$ cat src/lrupr_pkg.sv
`default_nettype none

package lrupr_pkg;

    localparam int ENTRIES_DEF   = 8;
    localparam int PAGE_BITS_DEF = 16;
    localparam int CFG_W         = 4;
    localparam int FAULT_W       = 32;

    localparam logic [CFG_W-1:0] CAP_RESET = 4'd8;

    // per-beat control broadcast to every cell of the recency chain
    typedef struct packed {
        logic upd;
        logic hit;
    } lrupr_ctrl_t;

endpackage

`default_nettype wire

$ cat src/lrupr_cell.sv
`default_nettype none

module lrupr_cell #(
    parameter int PAGE_BITS = lrupr_pkg::PAGE_BITS_DEF
) (
    input  wire                      clk,
    input  wire                      rst_n,
    input  wire lrupr_pkg::lrupr_ctrl_t ctrl,
    input  wire  [PAGE_BITS-1:0]     lookup_page,
    input  wire                      miss_stop,
    input  wire                      carry_in,
    input  wire  [PAGE_BITS-1:0]     left_page,
    input  wire                      left_valid,
    output logic [PAGE_BITS-1:0]     page,
    output logic                     valid,
    output logic                     match,
    output logic                     stop,
    output logic                     carry_out
);

    logic [PAGE_BITS-1:0] page_reg;
    logic [PAGE_BITS-1:0] page_next;
    logic                 valid_reg;
    logic                 valid_next;
    logic                 shift;

    assign match     = valid_reg && (page_reg == lookup_page);
    // on a hit the chain ends at the matching cell, on a miss at the slot chosen by the top
    assign stop      = ctrl.hit ? match : miss_stop;
    assign shift     = ctrl.upd && carry_in;
    assign carry_out = carry_in && !stop;

    assign page_next  = shift ? left_page : page_reg;
    assign valid_next = shift ? left_valid : valid_reg;

    always_ff @(posedge clk or negedge rst_n)
    begin
        if (!rst_n)
        begin
            valid_reg <= 1'b0;
        end
        else
        begin
            valid_reg <= valid_next;
        end
    end

    always_ff @(posedge clk)
    begin
        page_reg <= page_next;
    end

    assign page  = page_reg;
    assign valid = valid_reg;

endmodule

`default_nettype wire

$ cat src/lru_page_replacement_core.sv
`default_nettype none

// channel | signals                                   | direction
// --------+-------------------------------------------+----------
// in      | in_valid, in_ready, page_number           | in
// out     | out_valid, out_ready, hit, evicted,       | out
//         | evicted_page, fault_count                 |
// cfg     | cfg_valid, cfg_ready, cfg_data            | in
//
// one beat per cycle while the out side drains: lookup, reorder and result
// register all settle in the cycle the beat is taken; the compare-to-stop carry
// ripple through the cell chain sets the cycle time.
// the output register frees in the same cycle it is drained, so a stalled
// out side holds in_ready low only while a result waits.
// reset clears valid bits, resident count and fault count and sets capacity to 8.
// cfg_ready is always high.

module lru_page_replacement_core #(
    parameter int ENTRIES   = lrupr_pkg::ENTRIES_DEF,
    parameter int PAGE_BITS = lrupr_pkg::PAGE_BITS_DEF
) (
    input  wire                             clk,
    input  wire                             rst_n,
    input  wire                             in_valid,
    output logic                            in_ready,
    input  wire  [PAGE_BITS-1:0]            page_number,
    output logic                            out_valid,
    input  wire                             out_ready,
    output logic                            hit,
    output logic                            evicted,
    output logic [PAGE_BITS-1:0]            evicted_page,
    output logic [lrupr_pkg::FAULT_W-1:0]   fault_count,
    input  wire                             cfg_valid,
    output logic                            cfg_ready,
    input  wire  [lrupr_pkg::CFG_W-1:0]     cfg_data
);

    localparam int CNT_W = $clog2(ENTRIES + 1);
    localparam int CMP_W = (CNT_W > lrupr_pkg::CFG_W) ? CNT_W : lrupr_pkg::CFG_W;

    logic [lrupr_pkg::CFG_W-1:0]   cap_reg;
    logic [lrupr_pkg::CFG_W-1:0]   cap_next;
    logic [CNT_W-1:0]              count_reg;
    logic [CNT_W-1:0]              count_next;
    logic [lrupr_pkg::FAULT_W-1:0] fault_reg;
    logic [lrupr_pkg::FAULT_W-1:0] fault_next;
    logic                          out_valid_reg;
    logic                          out_valid_next;
    logic                          hit_reg;
    logic                          hit_next;
    logic                          evicted_reg;
    logic                          evicted_next;
    logic [PAGE_BITS-1:0]          evicted_page_reg;
    logic [PAGE_BITS-1:0]          evicted_page_next;

    logic                          accept;
    logic                          hit_any;
    logic                          full;
    logic [CMP_W-1:0]              eff_cap;
    logic [CMP_W-1:0]              cap_ext;
    logic [CNT_W-1:0]              stop_cnt;
    logic [PAGE_BITS-1:0]          victim_page;
    lrupr_pkg::lrupr_ctrl_t        ctrl;

    logic [PAGE_BITS-1:0]          cell_page [ENTRIES];
    logic [ENTRIES-1:0]            valid_vec;
    logic [ENTRIES-1:0]            match_vec;
    logic [ENTRIES-1:0]            stop_vec;
    logic [ENTRIES-1:0]            miss_stop_vec;
    logic [ENTRIES:0]              carry;

    assign accept    = in_valid && in_ready;
    assign in_ready  = !out_valid_reg || out_ready;
    assign cfg_ready = 1'b1;

    assign hit_any = |match_vec;

    // clamp capacity to 1..ENTRIES
    assign cap_ext = CMP_W'(cap_reg);
    always_comb
    begin
        eff_cap = cap_ext;
        if (cap_ext == '0)
        begin
            eff_cap = CMP_W'(1);
        end
        else if (cap_ext > CMP_W'(ENTRIES))
        begin
            eff_cap = CMP_W'(ENTRIES);
        end
    end

    assign full = CMP_W'(count_reg) >= eff_cap;

    // a full miss drops the last valid cell, otherwise the chain grows by one
    assign stop_cnt = full ? (count_reg - CNT_W'(1)) : count_reg;

    assign ctrl.upd = accept;
    assign ctrl.hit = hit_any;

    assign carry[0] = 1'b1;

    genvar gi;
    generate
        for (gi = 0; gi < ENTRIES; gi++)
        begin : g_cell
            logic [PAGE_BITS-1:0] left_page;
            logic                 left_valid;

            if (gi == 0)
            begin : g_head
                assign left_page  = page_number;
                assign left_valid = 1'b1;
            end
            else
            begin : g_body
                assign left_page  = cell_page[gi-1];
                assign left_valid = valid_vec[gi-1];
            end

            assign miss_stop_vec[gi] = (stop_cnt == CNT_W'(gi));

            lrupr_cell #(
                .PAGE_BITS (PAGE_BITS)
            ) u_cell (
                .clk         (clk),
                .rst_n       (rst_n),
                .ctrl        (ctrl),
                .lookup_page (page_number),
                .miss_stop   (miss_stop_vec[gi]),
                .carry_in    (carry[gi]),
                .left_page   (left_page),
                .left_valid  (left_valid),
                .page        (cell_page[gi]),
                .valid       (valid_vec[gi]),
                .match       (match_vec[gi]),
                .stop        (stop_vec[gi]),
                .carry_out   (carry[gi+1])
            );
        end
    endgenerate

    always_comb
    begin
        victim_page = '0;
        for (int i = 0; i < ENTRIES; i++)
        begin
            if (stop_vec[i])
            begin
                victim_page = victim_page | cell_page[i];
            end
        end
    end

    always_comb
    begin
        cap_next          = cap_reg;
        count_next        = count_reg;
        fault_next        = fault_reg;
        out_valid_next    = out_valid_reg;
        hit_next          = hit_reg;
        evicted_next      = evicted_reg;
        evicted_page_next = evicted_page_reg;

        if (cfg_valid && cfg_ready)
        begin
            cap_next = cfg_data;
        end

        if (out_valid_reg && out_ready)
        begin
            out_valid_next = 1'b0;
        end

        if (accept)
        begin
            out_valid_next    = 1'b1;
            hit_next          = hit_any;
            evicted_next      = !hit_any && full;
            evicted_page_next = (!hit_any && full) ? victim_page : '0;
            if (!hit_any)
            begin
                if (fault_reg != '1)
                begin
                    fault_next = fault_reg + lrupr_pkg::FAULT_W'(1);
                end
                if (!full)
                begin
                    count_next = count_reg + CNT_W'(1);
                end
            end
        end
    end

    always_ff @(posedge clk or negedge rst_n)
    begin
        if (!rst_n)
        begin
            cap_reg       <= lrupr_pkg::CAP_RESET;
            count_reg     <= '0;
            fault_reg     <= '0;
            out_valid_reg <= 1'b0;
        end
        else
        begin
            cap_reg       <= cap_next;
            count_reg     <= count_next;
            fault_reg     <= fault_next;
            out_valid_reg <= out_valid_next;
        end
    end

    always_ff @(posedge clk)
    begin
        hit_reg          <= hit_next;
        evicted_reg      <= evicted_next;
        evicted_page_reg <= evicted_page_next;
    end

    assign out_valid    = out_valid_reg;
    assign hit          = hit_reg;
    assign evicted      = evicted_reg;
    assign evicted_page = evicted_page_reg;
    // the counter only moves on an accepted beat, which needs the result drained
    assign fault_count  = fault_reg;

`ifndef SYNTHESIS
    a_count_range: assert property (@(posedge clk) disable iff (!rst_n)
        CMP_W'(count_reg) <= CMP_W'(ENTRIES))
        else $error("resident count above entry count");

    a_count_matches_valid: assert property (@(posedge clk) disable iff (!rst_n)
        $countones(valid_vec) == int'(count_reg))
        else $error("resident count disagrees with valid cells");

    a_valid_packed: assert property (@(posedge clk) disable iff (!rst_n)
        (valid_vec & (valid_vec + ENTRIES'(1))) == '0)
        else $error("valid cells not packed toward the head");

    a_single_match: assert property (@(posedge clk) disable iff (!rst_n)
        $onehot0(match_vec))
        else $error("page resident in more than one cell");

    a_fault_counted: assert property (@(posedge clk) disable iff (!rst_n)
        accept && !hit_any |=> fault_reg != '0)
        else $error("fault left counter at zero");
`endif

endmodule

`default_nettype wire

$ cat config.mk
export PLATFORM = sky130hd
export DESIGN_NAME = lru_page_replacement_core
export DESIGN_NICKNAME = d
export VERILOG_FILES = /design/src/lrupr_pkg.sv /design/src/lrupr_cell.sv /design/src/lru_page_replacement_core.sv
export SDC_FILE = /design/constraint.sdc
export NUM_CORES = 1
export LEC_CHECK = 0
export ABC_AREA = 1
export BUFFER_PORTS_ARGS = -buffer_cell sky130_fd_sc_hd__buf_2
export CAP_MARGIN = 20
export CORE_ASPECT_RATIO = 0.9
export CORE_MARGIN = 1
export CORE_UTILIZATION = 40
export CTS_CLUSTER_SIZE = 14
export DETAILED_ROUTE_END_ITERATION = 16
export GPL_TIMING_DRIVEN = 1
export PLACE_DENSITY_LB_ADDON = 0.3
export SYNTH_ARGS = -nofsm -noshare
export SYNTH_HDL_FRONTEND = slang
export SYNTH_SLANG_ARGS = --single-unit
$ cat constraint.sdc
create_clock -name clk -period 3.3 [get_ports clk]
set_clock_uncertainty 0.15 [all_clocks]
set_input_delay 0.495 -clock clk [delete_from_list [all_inputs] [get_ports clk]]
set_output_delay 0.495 -clock clk [all_outputs]
set_load 0.005 [all_outputs]
[Word-level counts from Yosys, hierarchy flattened]
Cells that the tools add are included.
Cells by class
  order comparisons: 2
  add/sub/neg operators: 3
  muxes and demuxes: 21
  bitwise logic cells: 9
  eq/ne operators: 16
  reductions and logical operators: 40
Operator list (count)
  == test 16 bit: 8
  2-to-1 mux 16 bit: 8
  OR 16 bit: 7
  adder 32 x 1 -> 32 bit, second input constant: 1
  != test 32 bit, second input constant: 1
  logical AND 1 bit: 24
  == test 4 x 3 -> 1 bit, second input constant: 4
  2-to-1 mux 4 bit: 3
  2-to-1 mux 1 bit: 10
  zero test 1 bit: 9
  == test 4 x 2 -> 1 bit, second input constant: 2
  zero test 4 bit: 2
  OR reduction 8 bit: 1
  AND reduction 3 bit: 2
  adder 4 x 1 -> 4 bit, second input constant: 1
  == test 4 x 1 -> 1 bit, second input constant: 1
  >= comparator 4 bit: 1
  > comparator 4 bit, second input constant: 1
  subtractor 4 x 1 -> 4 bit, second input constant: 1
  NOT 1 bit: 2
  nonzero test 2 bit: 1
  logical OR 1 bit: 1
Storage, ports and cells
  word-level logic and storage cells: 114
  output and inout bits: 53
  bits of input ports: 25
  flip-flop bits (word level): 195

[Depth between registers and ports, before layout]
Gate-level depths: netlist of the first run.
  depth in word-level cells: 22
  gate-level depth with buffers: 21
  gate-level depth less buffers: 20

[Hierarchy]
From an unflattened synthesis of the first run, not the netlist that was laid out.
Second synthesis, totals
  cell total of the unflattened synthesis: 1431
  area total of the unflattened synthesis: 11108.2 um^2
By module, submodules not included
  lrupr_cell: instances 8, cells each 101, area each 852.1 um^2
  lru_page_replacement_core: instances 1, cells each 623, area each 4291.6 um^2

[Least setup slack after synthesis of the first run]
OpenSTA, ideal clock, no wires.
  kind: register to register
  from: register cap_reg, in the netlist cap_ext[3]
  to: register g_cell[7].u_cell.page_reg[0] (enable)
  setup slack: -0.327 ns
  path buffers: 0
  stages on the path, launching flop included: 17
  arrival time: 3.113 ns
  period minus slack after synthesis: 3.627 ns
  cells stage by stage: dfstp_2 inv_1 o21ai_0 ha_1 inv_1 nor2_1 o21ai_1 nand3_2 o21ai_0 nor2_1 nand3_1 o21ai_4 nor2_4 nand2_4 nor2_8 nand3_2 inv_1
On the way
  longest elaborated chain between the ends: 15
RTL lines
  start: declaration: RTL line lru_page_replacement_core.sv:41  | logic [lrupr_pkg::CFG_W-1:0] cap_reg;
  start signal: assignment: RTL line lru_page_replacement_core.sv:199  | cap_reg <= lrupr_pkg::CAP_RESET;
  start signal: assignment: RTL line lru_page_replacement_core.sv:206  | cap_reg <= cap_next;
  > comparator 4 bit: RTL line lru_page_replacement_core.sv:87  | else if (cap_ext > CMP_W'(ENTRIES))
  2-to-1 mux 4 bit: RTL line lru_page_replacement_core.sv:87
  2-to-1 mux 4 bit *: RTL line lru_page_replacement_core.sv:83  | if (cap_ext == '0)
  >= comparator 4 bit *: RTL line lru_page_replacement_core.sv:93  | assign full = CMP_W'(count_reg) >= eff_cap;
  2-to-1 mux 4 bit *: RTL line lru_page_replacement_core.sv:96  | assign stop_cnt = full ? (count_reg - CNT_W'(1)) : count_reg;
  == test 4 x 1 -> 1 bit / zero test 4 bit (equally long branches): RTL line lru_page_replacement_core.sv:121  | assign miss_stop_vec[gi] = (stop_cnt == CNT_W'(gi));
  2-to-1 mux 1 bit: RTL line lrupr_cell.sv:29  | assign stop = ctrl.hit ? match : miss_stop;
  zero test 1 bit: RTL line lrupr_cell.sv:31  | assign carry_out = carry_in && !stop;
  logical AND 1 bit (5 in series): RTL line lrupr_cell.sv:31
  logical AND 1 bit *: RTL line lrupr_cell.sv:31
  logical AND 1 bit *: RTL line lrupr_cell.sv:30  | assign shift = ctrl.upd && carry_in;
  net g_cell[7].u_cell.shift: RTL line lrupr_cell.sv:25  | logic shift;
  end signal: assignment: RTL line lrupr_cell.sv:50  | page_reg <= page_next;
  end: declaration: RTL line lrupr_cell.sv:21  | logic [PAGE_BITS-1:0] page_reg;
The timed path passes the listed nets; every way through them passes the cells marked *.
A chain may end at the register's enable or synchronous reset.

[Worst setup path after layout of the first run]
  from: register cap_reg, in the netlist cap_ext[2]
  to: register g_cell[7].u_cell.page_reg[6] (enable)
Same word-level chain as after synthesis.

==> results.yml, run 1 <==
outcome:
  violations: "design-rule violations"
  status: "finished, violations left"
worst_setup_path:
  cp.required_ns: 3.31
  crit_chain: "nor3_2, o21ai_1, ha_1, inv_1, nor2_1, o21ai_2, nand3_4, buf_6, nand2_1, o21ai_2, inv_1, nor2_4, nand4_1, nand4_1, nor2_8, nand3_4, clkinvlp_4, buf_12"
  critical_path.max_fanout: 16
  path_buf_inv: 5
  crit_family: "simple AND/OR/NAND/NOR gates"
  crit_arrival_ns: 3.27
  crit_path_start_kind: "flop"
  cpPeakStageDelay_ns: 0.41
  crit_type: "flop to flop"
  crit_path_top_delay_cell: "dfrtp_1"
  endpoint_kind: "flop"
sta:
  setup_viol: 0
  rsz0062_at_grt: "true"
  max_slew_margin_pct: 56.5
  hold_viol: 0
  max_freq_mhz: 307
  worst_slack_ns: 0.0441
  min_period_ns: 3.26
  tightest_slew_ns: 0.653
  hold_slack_ns: 0.116
  post-route-period-util_pct: 98.7
  fin_setup_tns_ns: 0
  slew_violations: 0
logic_synthesis:
  async_flop_share_pct: 25.1
  synth-main-ff-cell: "edfxtp_1"
  ys_seq_elements: 195
  syn_inst: 1372
  avgSynthCellArea_um2: 8.29
  synth_nets: 1404
  yosysSeqAreaShare_pct: 49.3
  ys_warn_count: 0
  synth_cell_types: 53
  synth_edf_count: 146
  netlist_area_um2: 11400
routing:
  drt_first_pass_iters: 13
  drcViolationCount: 1
  first_iter_violations: 1163
  via_per_inst: 5.25
  postRouteAntennaNets: 0
  vias: 9901
  wire_per_inst_um: 19.9
  drt-total-wl_mm: 37.5
final_layout:
  syn_to_final_growth_pct: 18.2
  fillers: 2676
  nNetsFinal: 1546
  n_antenna_cell: 0
  largest_reg_flops: 128
  final_cells: 1887
  final_layout_size_suffix_gt1_share_pct: 18.1
power:
  peakVddDrop_mv: 0.474
  power_leakage_uw: 0.00624
  pwr-share-seq_pct: 38.1
  p_clk_share_pct: 16.8
  intPower_uw: 7280
  comb_power_share_pct: 45.1
  power_switching_uw: 5720
  switching_share_pct: 44.0
  powerDensity_nw_per_um2: 966
place:
  io_buffers: 76
  place.gp.congestion: 0.963
  post-place-ws_ns: -0.0212
  dp_hpwl_mm: 29.9
  dp.cells: 1850
global_route:
  first_global_vias: 9513
  antenna_found_initial: 0
  grt_usage_pct: 26.3
  grt-ovfl-total: 0
  grt_max_degree: 35
  grt_pass1_wl_mm: 56.6
clocking:
  clk_pin_slew_ns: 0.08
  clock_latency_ns: 0.46
  clkSinkCount: 195
  clock_path_buffers: 2
  htree_num_levels: 4
  cts_root_buffer: "clkbuf_16"
  cts_tree: "yes"
  cts_made_buffers: 17
floorplanning:
  die_x_um: 180
  dieArea_um2: 29100
  core_area_um2: 27900
  pin_count: 78
  die_h_um: 162
  start_util_pct: 40.7
  row_count: 58
flow_run:
  maxCapViolCount: 0
hold_path:
  hold_path_class: "input port to flop"
==> synth_stat cells (2+ instances only) <==
master | count | area, um2
a2111oi_0 | 3 | 26.3
a21oi_1 | 25 | 125
and3_1 | 2 | 12.5
buf_2 | 16 | 80.1
buf_4 | 4 | 30.0
buf_6 | 7 | 78.8
dfrtp_1 | 48 | 1200
edfxtp_1 | 146 | 4380
ha_1 | 7 | 87.6
inv_1 | 174 | 653
inv_2 | 18 | 67.6
mux2_2 | 3 | 33.8
nand2_1 | 454 | 1700
nand2_2 | 9 | 56.3
nand2_4 | 6 | 67.6
nand3_1 | 43 | 215
nand3_2 | 11 | 110
nand3b_1 | 12 | 90.1
nand4_1 | 38 | 238
nor2_1 | 144 | 541
nor2_2 | 4 | 25.0
nor2_4 | 6 | 67.6
nor2_8 | 4 | 80.1
nor3_1 | 13 | 65.1
nor3_2 | 2 | 20.0
nor4_1 | 12 | 75.1
nor4b_1 | 2 | 17.5
o2111ai_1 | 11 | 96.3
o211ai_1 | 2 | 15.0
o21ai_0 | 30 | 150
o21ai_1 | 24 | 120
o21ai_4 | 4 | 65.1
or2_1 | 8 | 50.1
xnor2_1 | 46 | 403
xor2_1 | 16 | 140
==> logic make-up after synthesis <==
family	synth area share [%]
other	0.0330
multiplexers	0.297
adder cells (fa/ha/maj)	0.770
flip-flops	49.3
buffers and inverters	8.08
AO/OA/AOI/OAI	5.86
AND/OR/NAND/NOR	30.9
XOR/XNOR	4.77
==> worst paths after layout <==
| kind | start | end | slack [ns] | depth (start not counted) |
|---|---|---|---|---|
| max | cap_ext[2] | g_cell[7].u_cell.page[6] | 0.04 | 18 |
| min | page_number[5] | g_cell[0].u_cell.page[5] | 0.12 | 1 |
| max reg2reg | cap_ext[2] | g_cell[7].u_cell.page[6] | 0.04 | 18 |
| min reg2reg | g_cell[1].u_cell.page[0] | g_cell[2].u_cell.page[0] | 0.31 | 0 |
| max in group asynchronous | rst_n | cap_ext[3] | 1.71 | 3 |
| min in group asynchronous | rst_n | g_cell[4].u_cell.valid | 0.45 | 2 |
==> power groups by stage <==
stage	Clock, uW	Combinational [uW]	Sequential (uW)
after floorplan	0	3450	4580
after global placement	0	5430	4960
after detailed placement	0	5480	4980
after CTS	2200	5550	4930
after global routing	2290	6450	5050
final	2190	5860	4950
==> metal layers <==
metal  vias to the layer above  GRT usage, %  routed length [um]
met1                      4691          38.7               17400
li1                       4721             -                   -
met5                         -             0                   0
met4                         0          6.11                 592
met2                       442          39.4               16200
met3                        47          5.70                3260
==> per-stage QoR <==
| stage | power, uW | area [um2] | util (%) |
|---|---|---|---|
| after global routing | 13800 | 13500 | 48.1 |
| after CTS | 12700 | 13300 | 47.8 |
| after global placement | 10400 | 12700 | 45.5 |
| after detailed placement | 10500 | 12700 | 45.5 |
| after floorplan | 8030 | 11400 | - |
| final | 13000 | 13500 | 48.1 |
==> what timing repair did <==
action	CTS	global route
resized for setup	2	27
endpoints found under the setup margin	26	100
setup buffers	2	2
hold buffers	1	0
pin swaps	1	5
hold endpoints to repair	25	0
==> cell type report <==
type | count | area (um2) | area share (%)
well taps | 360 | 450 | 3.35
clock buffers | 17 | 425 | 3.16
inverters | 193 | 741 | 5.51
clock inverters | 15 | 184 | 1.37
flip-flops and latches | 195 | 5610 | 41.7
multi-input cells | 956 | 4950 | 36.8
repair buffers | 151 | 1090 | 8.10
==> cell usage in the layout (no fill, tap or decap), drive strengths merged, types with 2 or more instances in the layout <==
| cell | count |
|---|---|
| edfxtp | 146 |
| clkbuf | 17 |
| xor2 | 16 |
| o21ai | 59 |
| xnor2 | 46 |
| nor2 | 158 |
| nor4 | 12 |
| nand2 | 470 |
| nor3 | 15 |
| nor4b | 2 |
| nand3 | 55 |
| nand3b | 12 |
| dfrtp | 48 |
| ha | 7 |
| clkinv | 5 |
| buf | 150 |
| o2111ai | 11 |
| a21oi | 25 |
| inv | 202 |
| a2111oi | 3 |
| and3 | 2 |
| mux2 | 3 |
| or2 | 9 |
| nand4 | 39 |
| o211ai | 2 |
(Power assumes the default switching activity.)
==> run 2, diff against run 1 <==
Settings changed: ABC_AREA 1 to default.
==> results.yml, run 2 <==
logic_synthesis:
  yosys-top-cells-area: "edfxtp_1, dfrtp_1, xnor2_1, xor2_1, mux2i_1"
  synth-xor-area-share_pct: 14.0
  syn_inst: 868
  synth-simple-area-share_pct: 15.6
  synth_top_area_share_pct: 43.0
  synth_cell_types: 63
  async_flop_share_pct: 25.1
  ys_seq_elements: 195
  synth_edf_count: 146
  synth-main-ff-cell: "edfxtp_1"
  synth_mux_area_share_pct: 3.58
  synth_nets: 900
  synthAdderAreaFrac_pct: 0.859
  yosysSeqAreaShare_pct: 55.0
  ys_warn_count: 0
  synth_compound_area_share_pct: 8.45
  synth_common_cells: "edfxtp_1, xnor2_1, xor2_1"
  netlist_area_um2: 10200
  synth_top_family_by_area: "simple AND/OR/NAND/NOR gates"
  yosysMostFrequentCell: "edfxtp_1"
  avgSynthCellArea_um2: 11.8
  synth_top_area_cell: "edfxtp_1"
final_layout:
  final_cell_area_um2: 13800
  n_antenna_cell: 0
  most-common-layout-cells: "buf_4, edfxtp_1, xnor2_1"
  final_common_cell: "buf_4"
  largest_reg_flops: 128
  nNetsFinal: 1186
  final_layout_size_suffix_gt1_share_pct: 35.4
  regArea_um2: 5610
  syn_to_final_growth_pct: 35.0
  fillers: 2158
  multi_input_area_um2: 4650
power:
  peakVddDrop_mv: 0.464
  powerDensity_nw_per_um2: 903
  intPower_uw: 7450
  p_clk_share_pct: 18.0
  comb_power_share_pct: 48.1
  switching_share_pct: 40.1
  p_total_uw: 12400
  power_switching_uw: 4980
  power_leakage_uw: 0.00545
  pwr-share-seq_pct: 34.0
global_route:
  grt_pass1_wl_mm: 52.1
  grt_usage_pct: 27.8
  grt-ovfl-total: 0
  grt_max_degree: 37
  antenna_found_initial: 0
  first_global_vias: 8229
routing:
  dr_wl_met3_mm: 3.24
  drt-total-wl_mm: 35.4
  drt-met1-wl_mm: 15.7
  drcViolationCount: 0
  vias: 8475
  postRouteAntennaNets: 0
  wire_per_inst_um: 23.4
  dr.max_layer_used: "met4"
  via_per_inst: 5.62
  drt_first_pass_iters: 7
  first_iter_violations: 1053
  route.met2.wl_mm: 15.5
worst_setup_path:
  crit_family: "simple AND/OR/NAND/NOR gates"
  critical_path.max_fanout: 10
  cp.required_ns: 3.31
  crit_chain: "xor2_1, nor4_1, nand4_1, or2_2, nand3_1, nor2_1, or4b_4, buf_6, nor2_4, buf_12"
  crit_arrival_ns: 3.61
  cpPeakStageDelay_ns: 0.56
  crit_path_start_kind: "flop"
  crit_path_top_delay_cell: "or4b_4"
  endpoint_kind: "flop"
  path_buf_inv: 2
  crit_type: "flop to flop"
place:
  dp_hpwl_mm: 26.1
  place.gp.congestion: 1.00
  place_area_um2: 12800
  io_buffers: 76
  post-place-ws_ns: -0.481
sta:
  setup_viol: 118
  min_period_ns: 3.60
  max_freq_mhz: 278
  hold_slack_ns: 0.0961
  rsz0062_at_grt: "true"
  tightest_slew_ns: 0.658
  worst_slack_ns: -0.300
  post-route-period-util_pct: 109
  hold_viol: 0
  fin_setup_tns_ns: -22.08
  max_slew_margin_pct: 55.7
  slew_violations: 0
clocking:
  cts_root_buffer: "clkbuf_16"
  clock_path_buffers: 2
  htree_num_levels: 4
  clk_pin_slew_ns: 0.08
  cts_made_buffers: 17
  clkSinkCount: 195
  cts_tree: "yes"
  clock_latency_ns: 0.46
outcome:
  status: "finished, violations left"
  violations: "negative setup slack"
floorplanning:
  die_h_um: 154
  core_area_um2: 25100
  die_x_um: 170
  row_count: 55
  start_util_pct: 40.6
  pin_count: 78
  dieArea_um2: 26100
flow_run:
  maxCapViolCount: 0
hold_path:
  hold_path_class: "input port to flop"
run 2: changes by cell type after synthesis, sizes merged, moves of 23 or more:
cell | previous run | this run
xor2 | 16 | 80
o21ai | 59 | 19
nor2 | 158 | 51
nand3 | 55 | 30
mux2i | 0 | 23
a22oi | 0 | 25
xnor2 | 46 | 83
nand2 | 470 | 57
inv | 193 | 20
run 2: what timing repair did:
item                                    in CTS  in global routing
setup buffers                                3                  4
hold buffers                                 1                  0
pin swaps                                    6                 19
cloned                                       1                  0
endpoints found under the setup margin     116                124
resized for setup                           34                 25
hold endpoints to repair                    13                  0
run 2: logic make-up (layout without fill, tap and decap cells):
| logic type | Yosys count | in the layout |
|---|---|---|
| other cells | 1 | 1 |
| mux | 35 | 35 |
| buf+inv | 59 | 358 |
| flops | 195 | 195 |
| xor+xnor | 163 | 163 |
| compound gates | 115 | 115 |
| simple gates | 293 | 293 |
| fa+ha+maj | 7 | 7 |
run 2: metrics by stage:
step           utilization, %  cells
3_3_place_gp             50.8   1468
2_1_floorplan               -    868
4_1_cts                  54.3   1506
3_5_place_dp             50.9   1469
6_report                 54.8   1509
5_1_grt                  54.8   1509
run 2: worst paths after layout:
| path | from | to | slack [ns] | depth (start not counted) |
|---|---|---|---|---|
| hold reg to reg | fault_count[12] | fault_count[12] | 0.33 | 1 |
| max in group asynchronous | rst_n | cap_ext[3] | 2.11 | 3 |
| hold / removal | in_valid | out_valid | 0.1 | 2 |
| setup / recovery | g_cell[5].u_cell.page[4] | g_cell[6].u_cell.page[9] | -0.30 | 10 |
| setup reg to reg | g_cell[5].u_cell.page[4] | g_cell[6].u_cell.page[9] | -0.30 | 10 |
| min in group asynchronous | rst_n | fault_count[13] | 0.31 | 2 |
run 2: area by class of cell:
type | count | area share (%)
sequential | 195 | 40.7
tap | 342 | 3.11
inverter | 20 | 0.636
timing repair buffer | 306 | 17.2
multi-input combinational | 614 | 33.8
clock inverter | 14 | 1.31
clock buffer | 18 | 3.27
run 2: power groups by stage:
stage | combinational [uW] | clock (uW) | sequential [uW]
final | 5970 | 2240 | 4220
after global routing | 6270 | 2340 | 4300
after CTS | 5730 | 2250 | 4210
after detailed placement | 5380 | 0 | 4260
after global placement | 5340 | 0 | 4240
after floorplan | 2590 | 0 | 4170
run 2: layer usage:
layer	vias to the layer above	GRT usage, %
li1	3826	-
met1	4127	40.0
met2	454	41.0
met3	68	6.18
met4	0	9.78
met5	-	0
==> run 3, diff against run 2 <==
Settings changed: ABC_AREA from default to 1, CORE_UTILIZATION 40 to 31.
==> results.yml, run 3 (synthesized netlist as in run 1, its figures left out) <==
outcome:
  status: "completed"
global_route:
  grt-ovfl-total: 0
  grt_max_degree: 35
  grt_pass1_wl_mm: 60.1
  grt_usage_pct: 22.0
  antenna_found_initial: 0
  first_global_vias: 9920
final_layout:
  postLayoutCoreUtil_pct: 37.9
  final_layout_size_suffix_gt1_share_pct: 19.0
  most-common-layout-cells: "nand2_1, inv_1, edfxtp_1"
  largest_reg_flops: 128
  syn_to_final_growth_pct: 20.6
  nNetsFinal: 1568
  final_common_cell: "nand2_1"
  n_antenna_cell: 0
  final_cells: 2025
place:
  dp_hpwl_mm: 32.4
  place.gp.congestion: 1.01
  dp.cells: 1991
  io_buffers: 76
power:
  powerDensity_nw_per_um2: 944
  power_leakage_uw: 0.00633
  peakVddDrop_mv: 0.422
floorplanning:
  die_x_um: 204
  dieArea_um2: 37500
  pin_count: 78
  core_area_um2: 36200
  start_util_pct: 31.5
  die_h_um: 184
  row_count: 66
worst_setup_path:
  cpPeakStageDelay_ns: 0.53
  critical_path.max_fanout: 16
  crit_family: "simple AND/OR/NAND/NOR gates"
  worstReg2RegStart: "cap_ext[3]"
  crit_type: "flop to flop"
  endpoint_kind: "flop"
  critPathLaunch: "cap_ext[3]"
  crit_arrival_ns: 3.21
  cp.required_ns: 3.32
  crit_path_start_kind: "flop"
  crit_path_top_delay_cell: "dfstp_2"
  crit_chain: "inv_2, buf_4, ha_1, a21oi_1, nand3_4, xor2_2, nor2_1, nand2_1, o21ai_4, nor2_1, nand2_4, nor2_8, nand3_4, clkinvlp_4, buf_12"
  path_buf_inv: 4
hold_path:
  hp-start: "cfg_data[2]"
  hold_path_class: "input port to flop"
routing:
  first_iter_violations: 911
  postRouteAntennaNets: 0
  drt_first_pass_iters: 5
  vias: 10018
  wire_per_inst_um: 19.7
  drt-total-wl_mm: 39.9
  drcViolationCount: 0
  via_per_inst: 4.95
sta:
  slew_violations: 0
  min_period_ns: 3.19
  tightest_slew_ns: 0.590
  setup_viol: 0
  max_freq_mhz: 313
  max_slew_margin_pct: 60.3
  post-route-period-util_pct: 96.7
  fin_setup_tns_ns: 0
  hold_viol: 0
  rsz0062_at_grt: "true"
clocking:
  clkSinkCount: 195
  cts_made_buffers: 17
  clock_path_buffers: 2
  cts_root_buffer: "clkbuf_16"
  htree_num_levels: 4
  cts_tree: "yes"
  clk_pin_slew_ns: 0.08
  clock_latency_ns: 0.46
flow_run:
  maxCapViolCount: 0
[run 3: cell types whose count changed in the layout (fill, tap and decap cells not counted), sizes merged, moves of 23 or more]
cell / previous run / this run
xnor2: 83 / 46
o21ai: 19 / 59
a22oi: 25 / 0
nor2: 51 / 158
nand3: 30 / 55
nand2: 57 / 470
inv: 28 / 199
xor2: 80 / 16
mux2i: 23 / 0
buf: 305 / 172
[run 3: per-layer routing]
| metal | vias to the layer above | track usage, % | wire length [um] |
|---|---|---|---|
| met2 | 363 | 32.9 | 17300 |
| li1 | 4779 | - | - |
| met5 | - | 0 | 0 |
| met3 | 40 | 4.77 | 3120 |
| met4 | 0 | 6.03 | 620 |
| met1 | 4836 | 31.8 | 18800 |
[run 3: area by class of cell]
| type | count | area, um2 |
|---|---|---|
| Fill cell | 3763 | 22400 |
| Inverter | 193 | 733 |
| Multi-Input combinational cell | 956 | 4920 |
| Clock buffer | 18 | 429 |
| Sequential cell | 195 | 5610 |
| Tap cell | 476 | 596 |
| Clock inverter | 14 | 164 |
| Timing Repair Buffer | 173 | 1260 |
[run 3: path summary, 6_finish.rpt]
check	cells after the start	to	slack, ns
max	15	g_cell[7].u_cell.page[14]	0.11
min	2	cap_ext[2]	0.12
max reg2reg	15	g_cell[7].u_cell.page[14]	0.11
min reg2reg	0	g_cell[2].u_cell.page[0]	0.32
max in group asynchronous	3	fault_count[21]	1.97
min in group asynchronous	2	g_cell[4].u_cell.valid	0.40
[run 3: metrics by stage]
step	setup WS (ns)	area, um2	hold WS (ns)	power [uW]
floorplan	-0.0713	11400	0.0494	8030
detailed placement	0.0212	13100	0.286	10600
global route	-0.106	13700	0.110	13800
global placement	0.0708	13100	0.289	10600
finish	0.110	13700	0.122	13000
CTS	-0.00322	13700	0.108	12800
[run 3: power breakdown]
part           internal (uW)  switching (uW)  total, uW
clock                   1080            1070       2160
sequential              4010             923       4940
combinational           2140            3720       5860
total                   7240            5720      13000
[run 3: what timing repair did]
| item | in CTS | in global routing |
|---|---|---|
| pin swaps | 0 | 0 |
| setup buffers | 0 | 1 |
| endpoints found under the setup margin | 2 | 115 |
| hold buffers | 1 | 0 |
| resized for setup | 0 | 15 |
| hold endpoints to repair | 16 | 0 |
